File: src/sv/hsl_pkg.sv
`default_nettype none
package hsl_pkg;

    localparam int FRAC_BITS = 16;
    // widest divisor is six times the channel spread: 6 * 255 = 1530
    localparam int DIV_W     = 11;
    localparam int NUM_W     = DIV_W + FRAC_BITS;
    localparam int LANES     = 3;
    localparam int LANE_HUE  = 0;
    localparam int LANE_SAT  = 1;
    localparam int LANE_LIT  = 2;

    typedef struct packed {
        logic [7:0] red_in;
        logic [7:0] green_in;
        logic [7:0] blue_in;
    } t_rgb;

    typedef struct packed {
        logic [FRAC_BITS-1:0] hue_out;
        logic [FRAC_BITS-1:0] saturation_out;
        logic [FRAC_BITS-1:0] lightness_out;
        logic                 is_gray;
    } t_hsl;

    // one long division in flight: partial remainder, dividend bits still
    // to shift in, quotient so far and the divisor
    typedef struct packed {
        logic [DIV_W-1:0]     rem;
        logic [FRAC_BITS-1:0] low;
        logic [FRAC_BITS-1:0] quo;
        logic [DIV_W-1:0]     div;
    } t_lane;

    typedef struct packed {
        t_lane [LANES-1:0] lane;
        logic              gray;
    } t_word;

    // x * (2^FRAC_BITS - 1) as a shift and a subtract
    function automatic logic [NUM_W-1:0] scale_full(input logic [DIV_W-1:0] x);
        logic [NUM_W-1:0] sh;
        sh = {x, {FRAC_BITS{1'b0}}};
        return sh - NUM_W'(x);
    endfunction

endpackage
`default_nettype wire

File: src/sv/rgb_to_hsl_converter.sv
`default_nettype none
// RGB to HSL converter. Takes an RGB word (three 8-bit channels) and returns hue,
// saturation and lightness as unsigned 16-bit fractions of full scale 65535,
// truncated, plus a flag for grey pixels (hue and saturation then 0). The
// block accepts a word every cycle unless the output stalls; each word passes
// through a register stage that finds the extremes and forms dividends, then
// through a chain of 16 division cells, each producing one quotient bit of all three fractions.
// A stall at the output freezes the whole chain.
module rgb_to_hsl_converter (
    input  wire logic          i_clk,
    input  wire logic          i_rst_n,
    input  wire logic          i_valid,
    output logic               o_ready,
    input  wire hsl_pkg::t_rgb i_pix,
    output logic               o_valid,
    input  wire logic          i_ready,
    output hsl_pkg::t_hsl      o_hsl
);
    import hsl_pkg::*;

    logic                   en;
    logic  [FRAC_BITS:0]    v;
    t_word [FRAC_BITS:0]    w;

    // move the whole chain when the last cell is empty or being read
    assign en      = !v[FRAC_BITS] || i_ready;
    assign o_ready = en;

    hsl_prep u_prep (
        .i_clk   (i_clk),
        .i_rst_n (i_rst_n),
        .i_en    (en),
        .i_valid (i_valid),
        .i_pix   (i_pix),
        .o_valid (v[0]),
        .o_word  (w[0])
    );

    for (genvar g = 0; g < FRAC_BITS; g++) begin : g_cell
        hsl_div_cell u_cell (
            .i_clk   (i_clk),
            .i_rst_n (i_rst_n),
            .i_en    (en),
            .i_valid (v[g]),
            .i_word  (w[g]),
            .o_valid (v[g+1]),
            .o_word  (w[g+1])
        );
    end

    assign o_valid              = v[FRAC_BITS];
    assign o_hsl.hue_out        = w[FRAC_BITS].lane[LANE_HUE].quo;
    assign o_hsl.saturation_out = w[FRAC_BITS].lane[LANE_SAT].quo;
    assign o_hsl.lightness_out  = w[FRAC_BITS].lane[LANE_LIT].quo;
    assign o_hsl.is_gray        = w[FRAC_BITS].gray;

    a_gray_zero: assert property (@(posedge i_clk) disable iff (!i_rst_n)
        o_valid && o_hsl.is_gray |-> o_hsl.hue_out == '0 && o_hsl.saturation_out == '0)
        else $error("grey word with non-zero hue or saturation");

    a_ready: assert property (@(posedge i_clk) disable iff (!i_rst_n)
        o_ready == (!o_valid || i_ready))
        else $error("input ready out of step with output");

    a_reset: assert property (@(posedge i_clk)
        !i_rst_n |=> !o_valid)
        else $error("output valid after reset");
endmodule
`default_nettype wire

File: src/sv/hsl_prep.sv
`default_nettype none
module hsl_prep (
    input  wire logic          i_clk,
    input  wire logic          i_rst_n,
    input  wire logic          i_en,
    input  wire logic          i_valid,
    input  wire hsl_pkg::t_rgb i_pix,
    output logic               o_valid,
    output hsl_pkg::t_word     o_word
);
    import hsl_pkg::*;

    logic             r_valid;
    t_word            r_word;
    t_word            n_word;
    logic [7:0]       hi, lo, diff;
    logic [8:0]       sum;
    logic [DIV_W-1:0] hue_num, d6, sat_div;
    logic [NUM_W-1:0] n_hue, n_sat, n_lit;

    // find extremes, sector numerator and divisors
    always_comb begin
        hi = i_pix.red_in;
        lo = i_pix.red_in;
        if (i_pix.green_in > hi) hi = i_pix.green_in;
        if (i_pix.blue_in  > hi) hi = i_pix.blue_in;
        if (i_pix.green_in < lo) lo = i_pix.green_in;
        if (i_pix.blue_in  < lo) lo = i_pix.blue_in;
        sum  = {1'b0, hi} + {1'b0, lo};
        diff = hi - lo;
        d6   = DIV_W'(diff) * DIV_W'(6);
        if (hi == i_pix.red_in) begin
            if (i_pix.green_in < i_pix.blue_in)
                hue_num = d6 - DIV_W'(i_pix.blue_in - i_pix.green_in);
            else
                hue_num = DIV_W'(i_pix.green_in - i_pix.blue_in);
        end else if (hi == i_pix.green_in) begin
            hue_num = (DIV_W'(diff) << 1) + DIV_W'(i_pix.blue_in) - DIV_W'(i_pix.red_in);
        end else begin
            hue_num = (DIV_W'(diff) << 2) + DIV_W'(i_pix.red_in) - DIV_W'(i_pix.green_in);
        end
        if (sum <= 9'd255) sat_div = DIV_W'(sum);
        else               sat_div = DIV_W'(10'd510 - {1'b0, sum});

        n_hue = scale_full(hue_num);
        n_sat = scale_full(DIV_W'(diff));
        n_lit = scale_full(DIV_W'(sum));

        n_word = '0;
        n_word.gray = (diff == 8'd0);
        n_word.lane[LANE_LIT].rem = n_lit[NUM_W-1 -: DIV_W];
        n_word.lane[LANE_LIT].low = n_lit[FRAC_BITS-1:0];
        n_word.lane[LANE_LIT].div = DIV_W'(510);
        // achromatic: divide zero by one so hue and saturation come out 0
        if (diff == 8'd0) begin
            n_word.lane[LANE_HUE].div = DIV_W'(1);
            n_word.lane[LANE_SAT].div = DIV_W'(1);
        end else begin
            n_word.lane[LANE_HUE].rem = n_hue[NUM_W-1 -: DIV_W];
            n_word.lane[LANE_HUE].low = n_hue[FRAC_BITS-1:0];
            n_word.lane[LANE_HUE].div = d6;
            n_word.lane[LANE_SAT].rem = n_sat[NUM_W-1 -: DIV_W];
            n_word.lane[LANE_SAT].low = n_sat[FRAC_BITS-1:0];
            n_word.lane[LANE_SAT].div = sat_div;
        end
    end

    // hold on stall
    always_ff @(posedge i_clk) begin
        if (!i_rst_n) begin
            r_valid <= 1'b0;
        end else if (i_en) begin
            r_valid <= i_valid;
        end
        if (i_en) begin
            r_word <= n_word;
        end
    end

    assign o_valid = r_valid;
    assign o_word  = r_word;
endmodule
`default_nettype wire

File: src/sv/hsl_div_cell.sv
`default_nettype none
module hsl_div_cell (
    input  wire logic           i_clk,
    input  wire logic           i_rst_n,
    input  wire logic           i_en,
    input  wire logic           i_valid,
    input  wire hsl_pkg::t_word i_word,
    output logic                o_valid,
    output hsl_pkg::t_word      o_word
);
    import hsl_pkg::*;

    logic             r_valid;
    t_word            r_word;
    t_word            n_word;
    logic [DIV_W:0]   sh;

    // one restoring division step in every lane
    always_comb begin
        n_word = i_word;
        sh     = '0;
        for (int k = 0; k < LANES; k++) begin
            sh = {i_word.lane[k].rem, i_word.lane[k].low[FRAC_BITS-1]};
            n_word.lane[k].low = {i_word.lane[k].low[FRAC_BITS-2:0], 1'b0};
            if (sh >= {1'b0, i_word.lane[k].div}) begin
                n_word.lane[k].rem = DIV_W'(sh - {1'b0, i_word.lane[k].div});
                n_word.lane[k].quo = {i_word.lane[k].quo[FRAC_BITS-2:0], 1'b1};
            end else begin
                n_word.lane[k].rem = sh[DIV_W-1:0];
                n_word.lane[k].quo = {i_word.lane[k].quo[FRAC_BITS-2:0], 1'b0};
            end
        end
    end

    // advance with the chain, hold on stall
    always_ff @(posedge i_clk) begin
        if (!i_rst_n) begin
            r_valid <= 1'b0;
        end else if (i_en) begin
            r_valid <= i_valid;
        end
        if (i_en) begin
            r_word <= n_word;
        end
    end

    assign o_valid = r_valid;
    assign o_word  = r_word;
endmodule
`default_nettype wire

File: config.mk
export PLATFORM = sky130hd
export DESIGN_NAME = rgb_to_hsl_converter
export DESIGN_NICKNAME = d
export VERILOG_FILES = /design/src/sv/hsl_pkg.sv /design/src/sv/rgb_to_hsl_converter.sv /design/src/sv/hsl_prep.sv /design/src/sv/hsl_div_cell.sv
export SDC_FILE = /design/constraint.sdc
export NUM_CORES = 2
export LEC_CHECK = 0
export BUFFER_PORTS_ARGS = -buffer_cell sky130_fd_sc_hd__buf_2
export CAP_MARGIN = 20
export CORE_AREA = 2 2 522 524
export CTS_BUF_LIST = sky130_fd_sc_hd__clkbuf_8 sky130_fd_sc_hd__clkbuf_16
export DETAILED_ROUTE_END_ITERATION = 6
export DIE_AREA = 0 0 524 526
export HOLD_SLACK_MARGIN = 0.02
export PLACE_DENSITY = 0.64
export SYNTH_ARGS = -nofsm -noshare
export SYNTH_HDL_FRONTEND = slang
export SYNTH_HIERARCHICAL = 1
export SYNTH_SLANG_ARGS = --single-unit
export TNS_END_PERCENT = 5
File: constraint.sdc
create_clock -name i_clk -period 322.6 [get_ports i_clk]
set_clock_uncertainty 0.15 [all_clocks]
set_input_delay 64.52 -clock i_clk [delete_from_list [all_inputs] [get_ports i_clk]]
set_output_delay 64.52 -clock i_clk [all_outputs]
set_load 0.02 [all_outputs]
# Word level (Yosys, flattened, before mapping)
# Index checks and enable logic that the tools add are counted.
[totals] register_bits=1711 elab_cells=433 out_inout_bits=51 input_bits=28
[op_classes] add_sub_neg=58 n_lt_le_gt_ge=54 n_reduce_logical=4 eq_ne=2 n_mul=1 n_mux=102
[op_table] op="11-bit 2-to-1 mux" count=48
[op_table] op="12-bit by 11-bit greater-or-equal comparator with 1-bit output" count=32
[op_table] op="11-bit subtractor" count=30
[op_table] op="12-bit by 9-bit greater-or-equal comparator with 1-bit output (second input constant)" count=16
[op_table] op="11-bit by 9-bit subtractor with 11-bit output (second input constant)" count=15
[op_table] op="1-bit 2-to-1 mux" count=49
[op_table] op="8-bit 2-to-1 mux" count=4
[op_table] op="27-bit by 11-bit subtractor with 27-bit output" count=1
[op_table] op="25-bit by 9-bit subtractor with 26-bit output" count=1
[op_table] op="24-bit by 8-bit subtractor with 25-bit output" count=1
[op_table] op="8-bit < comparator" count=3
[op_table] op="11-bit by 8-bit subtractor with 11-bit output" count=2
[op_table] op="8-bit by 8-bit subtractor with 9-bit output" count=2
[op_table] op="8-bit == test" count=2
[op_table] op="8-bit greater-than comparator" count=2
[op_table] op="10-bit by 8-bit adder with 11-bit output" count=1
[op_table] op="10-bit by 10-bit subtractor with 11-bit output" count=1
[op_table] op="9-bit by 8-bit adder with 10-bit output" count=1
[op_table] op="8-bit by 2-bit multiplier with 10-bit output (second input constant)" count=1
[op_table] op="9-bit by 9-bit subtractor with 10-bit output (first input constant)" count=1
[op_table] op="8-bit by 8-bit adder with 9-bit output" count=1
[op_table] op="9-bit by 8-bit <= comparator with 1-bit output (second input constant)" count=1
[op_table] op="9-bit 2-to-1 mux" count=1
[op_table] op="8-bit zero test" count=1
[op_table] op="other kinds (4)" count=4

# Logic depth before layout (Yosys ltp)
[logic_depth] ltp_word=10 depth_mapped=44 ltp_nobuf=39

# By module
# The synthesis kept the hierarchy.
[by_module_without_submodules] mod="hsl_div_cell at g_cell[13].u_cell ..." area_per_inst_um2=6936.7 seq_area_each_um2=4824.6 cells_per_inst=453 instances=9
[by_module_without_submodules] mod="hsl_div_cell at g_cell[0].u_cell ..." area_per_inst_um2=6964.2 seq_area_each_um2=4824.6 cells_per_inst=456 instances=6
[by_module_without_submodules] mod="hsl_prep" area_per_inst_um2=9979.6 seq_area_each_um2=2902.8 cells_per_inst=1077 instances=1
[by_module_without_submodules] mod="hsl_div_cell at g_cell[6].u_cell" area_per_inst_um2=6927.9 seq_area_each_um2=4824.6 cells_per_inst=451 instances=1
[by_module_without_submodules] mod="rgb_to_hsl_converter" area_per_inst_um2=6.3 seq_area_each_um2=0.0 cells_per_inst=1 instances=1

# Least setup slack after synthesis
# OpenSTA, ideal clock, no wires.
[synth_path] kind="input to output" from="in i_ready" to="out o_ready" t_required_ps=257930 slack_ps=129652 path_buffers=0 stages=1 arrival_ps=128278 cell_sequence="nand2b_1"
[synth_between] elab_chain_cells=1
[synth_rtl] element="from (decl)" line_no="rgb_to_hsl_converter.sv:16" source="input wire logic i_ready,"
[synth_rtl] element="1-bit logical OR" line_no="rgb_to_hsl_converter.sv:26" source="assign en = !v[FRAC_BITS] || i_ready;"
[synth_rtl] element="to (decl)" line_no="rgb_to_hsl_converter.sv:13" source="output logic o_ready,"
# Every way passes these cells.

# Worst setup path in the final report
# Same ends and word-level chain as after synthesis.

==> results_dict.tcl <==
set metrics [dict create \
    start_kind "input port" \
    critical_path_required_ns 257.93 \
    antenna_found_initial 3 \
    fmax_ghz 0.007691 \
    ctsHoldBuffers 0 \
    p_leak_nw 42.22 \
    arrival_ns 65.35 \
    dr_total_vias 55153 \
    ir_drop_mv 0.006092 \
    io_pins 79 \
    route.detailed.wl_per_inst_um 14.94 \
    final_common_cell "edfxtp_1" \
    rsz0062_at_grt "no" \
    root_buffer "clkbuf_16" \
    start_util 0.3542 \
    cts_sinks 1887 \
    finalCritPeriodShare 0.4031 \
    tns_ns 0 \
    die_y_um 526 \
    setup_violations 0 \
    clk_path_buf_depth 3 \
    fin_crit_ns 130.02 \
    cts_buffers 194 \
    globalplace.congestion 0.9032 \
    hold_class "register to register" \
    avgSynthCellArea_um2 13.13 \
    final_cell_mix "edfxtp_1, inv_1, ha_1" \
    coreArea_mm2 0.2698 \
    synthCells 7280 \
    path_clk_slew_ns 0.06 \
    dp_hpwl_mm 119.9 \
    drt_first_pass_iters 6 \
    insertion_delay_ns 0.83 \
    area_growth_pct 11.49 \
    rows 191 \
    totalPowerFinal_mw 1.322 \
    routed_via_density 4.917 \
    outcome "complete, no violations" \
    drv_slew 0 \
    overflow 0 \
    multi_input_area_mm2 0.03574 \
    grt_pass1_vias 56481 \
    placed_cells 10848 \
    tightest_slew_ns 1.089 \
    stdcell_count 11216 \
    area.sequential_mm2 0.05649 \
    power.density_mw_per_mm2 12.40 \
    ant_nets 0 \
    drt_wl_total_mm 167.5 \
    end_kind "output pin" \
    cts_resized 0 \
    synth-warning-count 6 \
    slew_headroom 0.2743 \
    post_cts_buffers 0 \
    drcViolationCount 0 \
    tritoncts "built" \
    hold_viol_final 0 \
    cp_max_fo 36 \
    port-buffer-count 78 \
    die_w_um 524 \
    grt_pass1_wl_mm 278.6 \
    htree_levels 4 \
    syn_area_mm2 0.09558 \
    num-fill-cells 24793 \
    layout-drive-gt1-share 0.1043 \
    grt_max_degree 197 \
    drtIter0Drc 3001 \
    path_class "input port to output pin" \
    die-area_mm2 0.2756 \
    max_cap_violations 0 \
    final_nets 8215 \
    grt_use_total 0.1203 \
]
==> critical path: stages <==
cell and delay (ns):
buf_2 0.08, nand2b_4 0.45, buf_2 0.27
==> metal layers <==
layer	vias to the layer above	GRT usage	part of all wire
li1	27409	-	-
met1	26402	0.1444	0.43
met2	977	0.2155	0.51
met3	365	0.01725	0.032
met4	0	0.04692	0.032
met5	-	0	0
==> layout make-up <==
cell class / instances / area share
Antenna cell: 2 / 0.00004697
Inverter: 732 / 0.02581
Clock inverter: 154 / 0.01301
Clock buffer: 198 / 0.04618
Multi-Input combinational cell: 4551 / 0.3354
Sequential cell: 1887 / 0.5302
Tap cell: 3570 / 0.04192
Timing Repair Buffer: 122 / 0.007456
==> registers in the layout, summed over array words and instances (netlist names) <==
signal	flops
g_cell.u_cell/o_valid	16
g_cell.u_cell/o_word	1774
u_prep/o_word	96
u_prep/o_valid	1
==> per-stage QoR <==
stage	cell area, um^2	hold WS [ns]	utilization	worst slack [ns]
after detailed placement	100100	0.2545	0.3710	192.52
after floorplan	95620	0.2503	-	148.29
after global routing	106600	0.2500	0.3949	192.49
after CTS	106400	0.2452	0.3944	192.52
after global placement	100100	0.2515	0.3710	192.54
final	106600	0.2524	0.3950	192.58
==> worst paths after layout <==
path	cells past startpoint	slack [ns]	startpoint	to
setup / recovery	3	192.58	i_ready	o_ready
hold / removal	0	0.25	g_cell[13].u_cell/o_word[14]	g_cell[14].u_cell/o_word[15]
setup reg to reg	6	317.10	g_cell[15].u_cell/o_valid	g_cell[3].u_cell/o_word[157]
hold reg to reg	0	0.25	g_cell[13].u_cell/o_word[14]	g_cell[14].u_cell/o_word[15]
==> where the power goes <==
part	total (mW)	internal, mW	switching [mW]
Clock	0.217	0.125	0.0925
Combinational	0.637	0.291	0.346
Sequential	0.467	0.421	0.0460
Total	1.32	0.837	0.485
No activity file was read; power rests on OpenSTA's default activity.
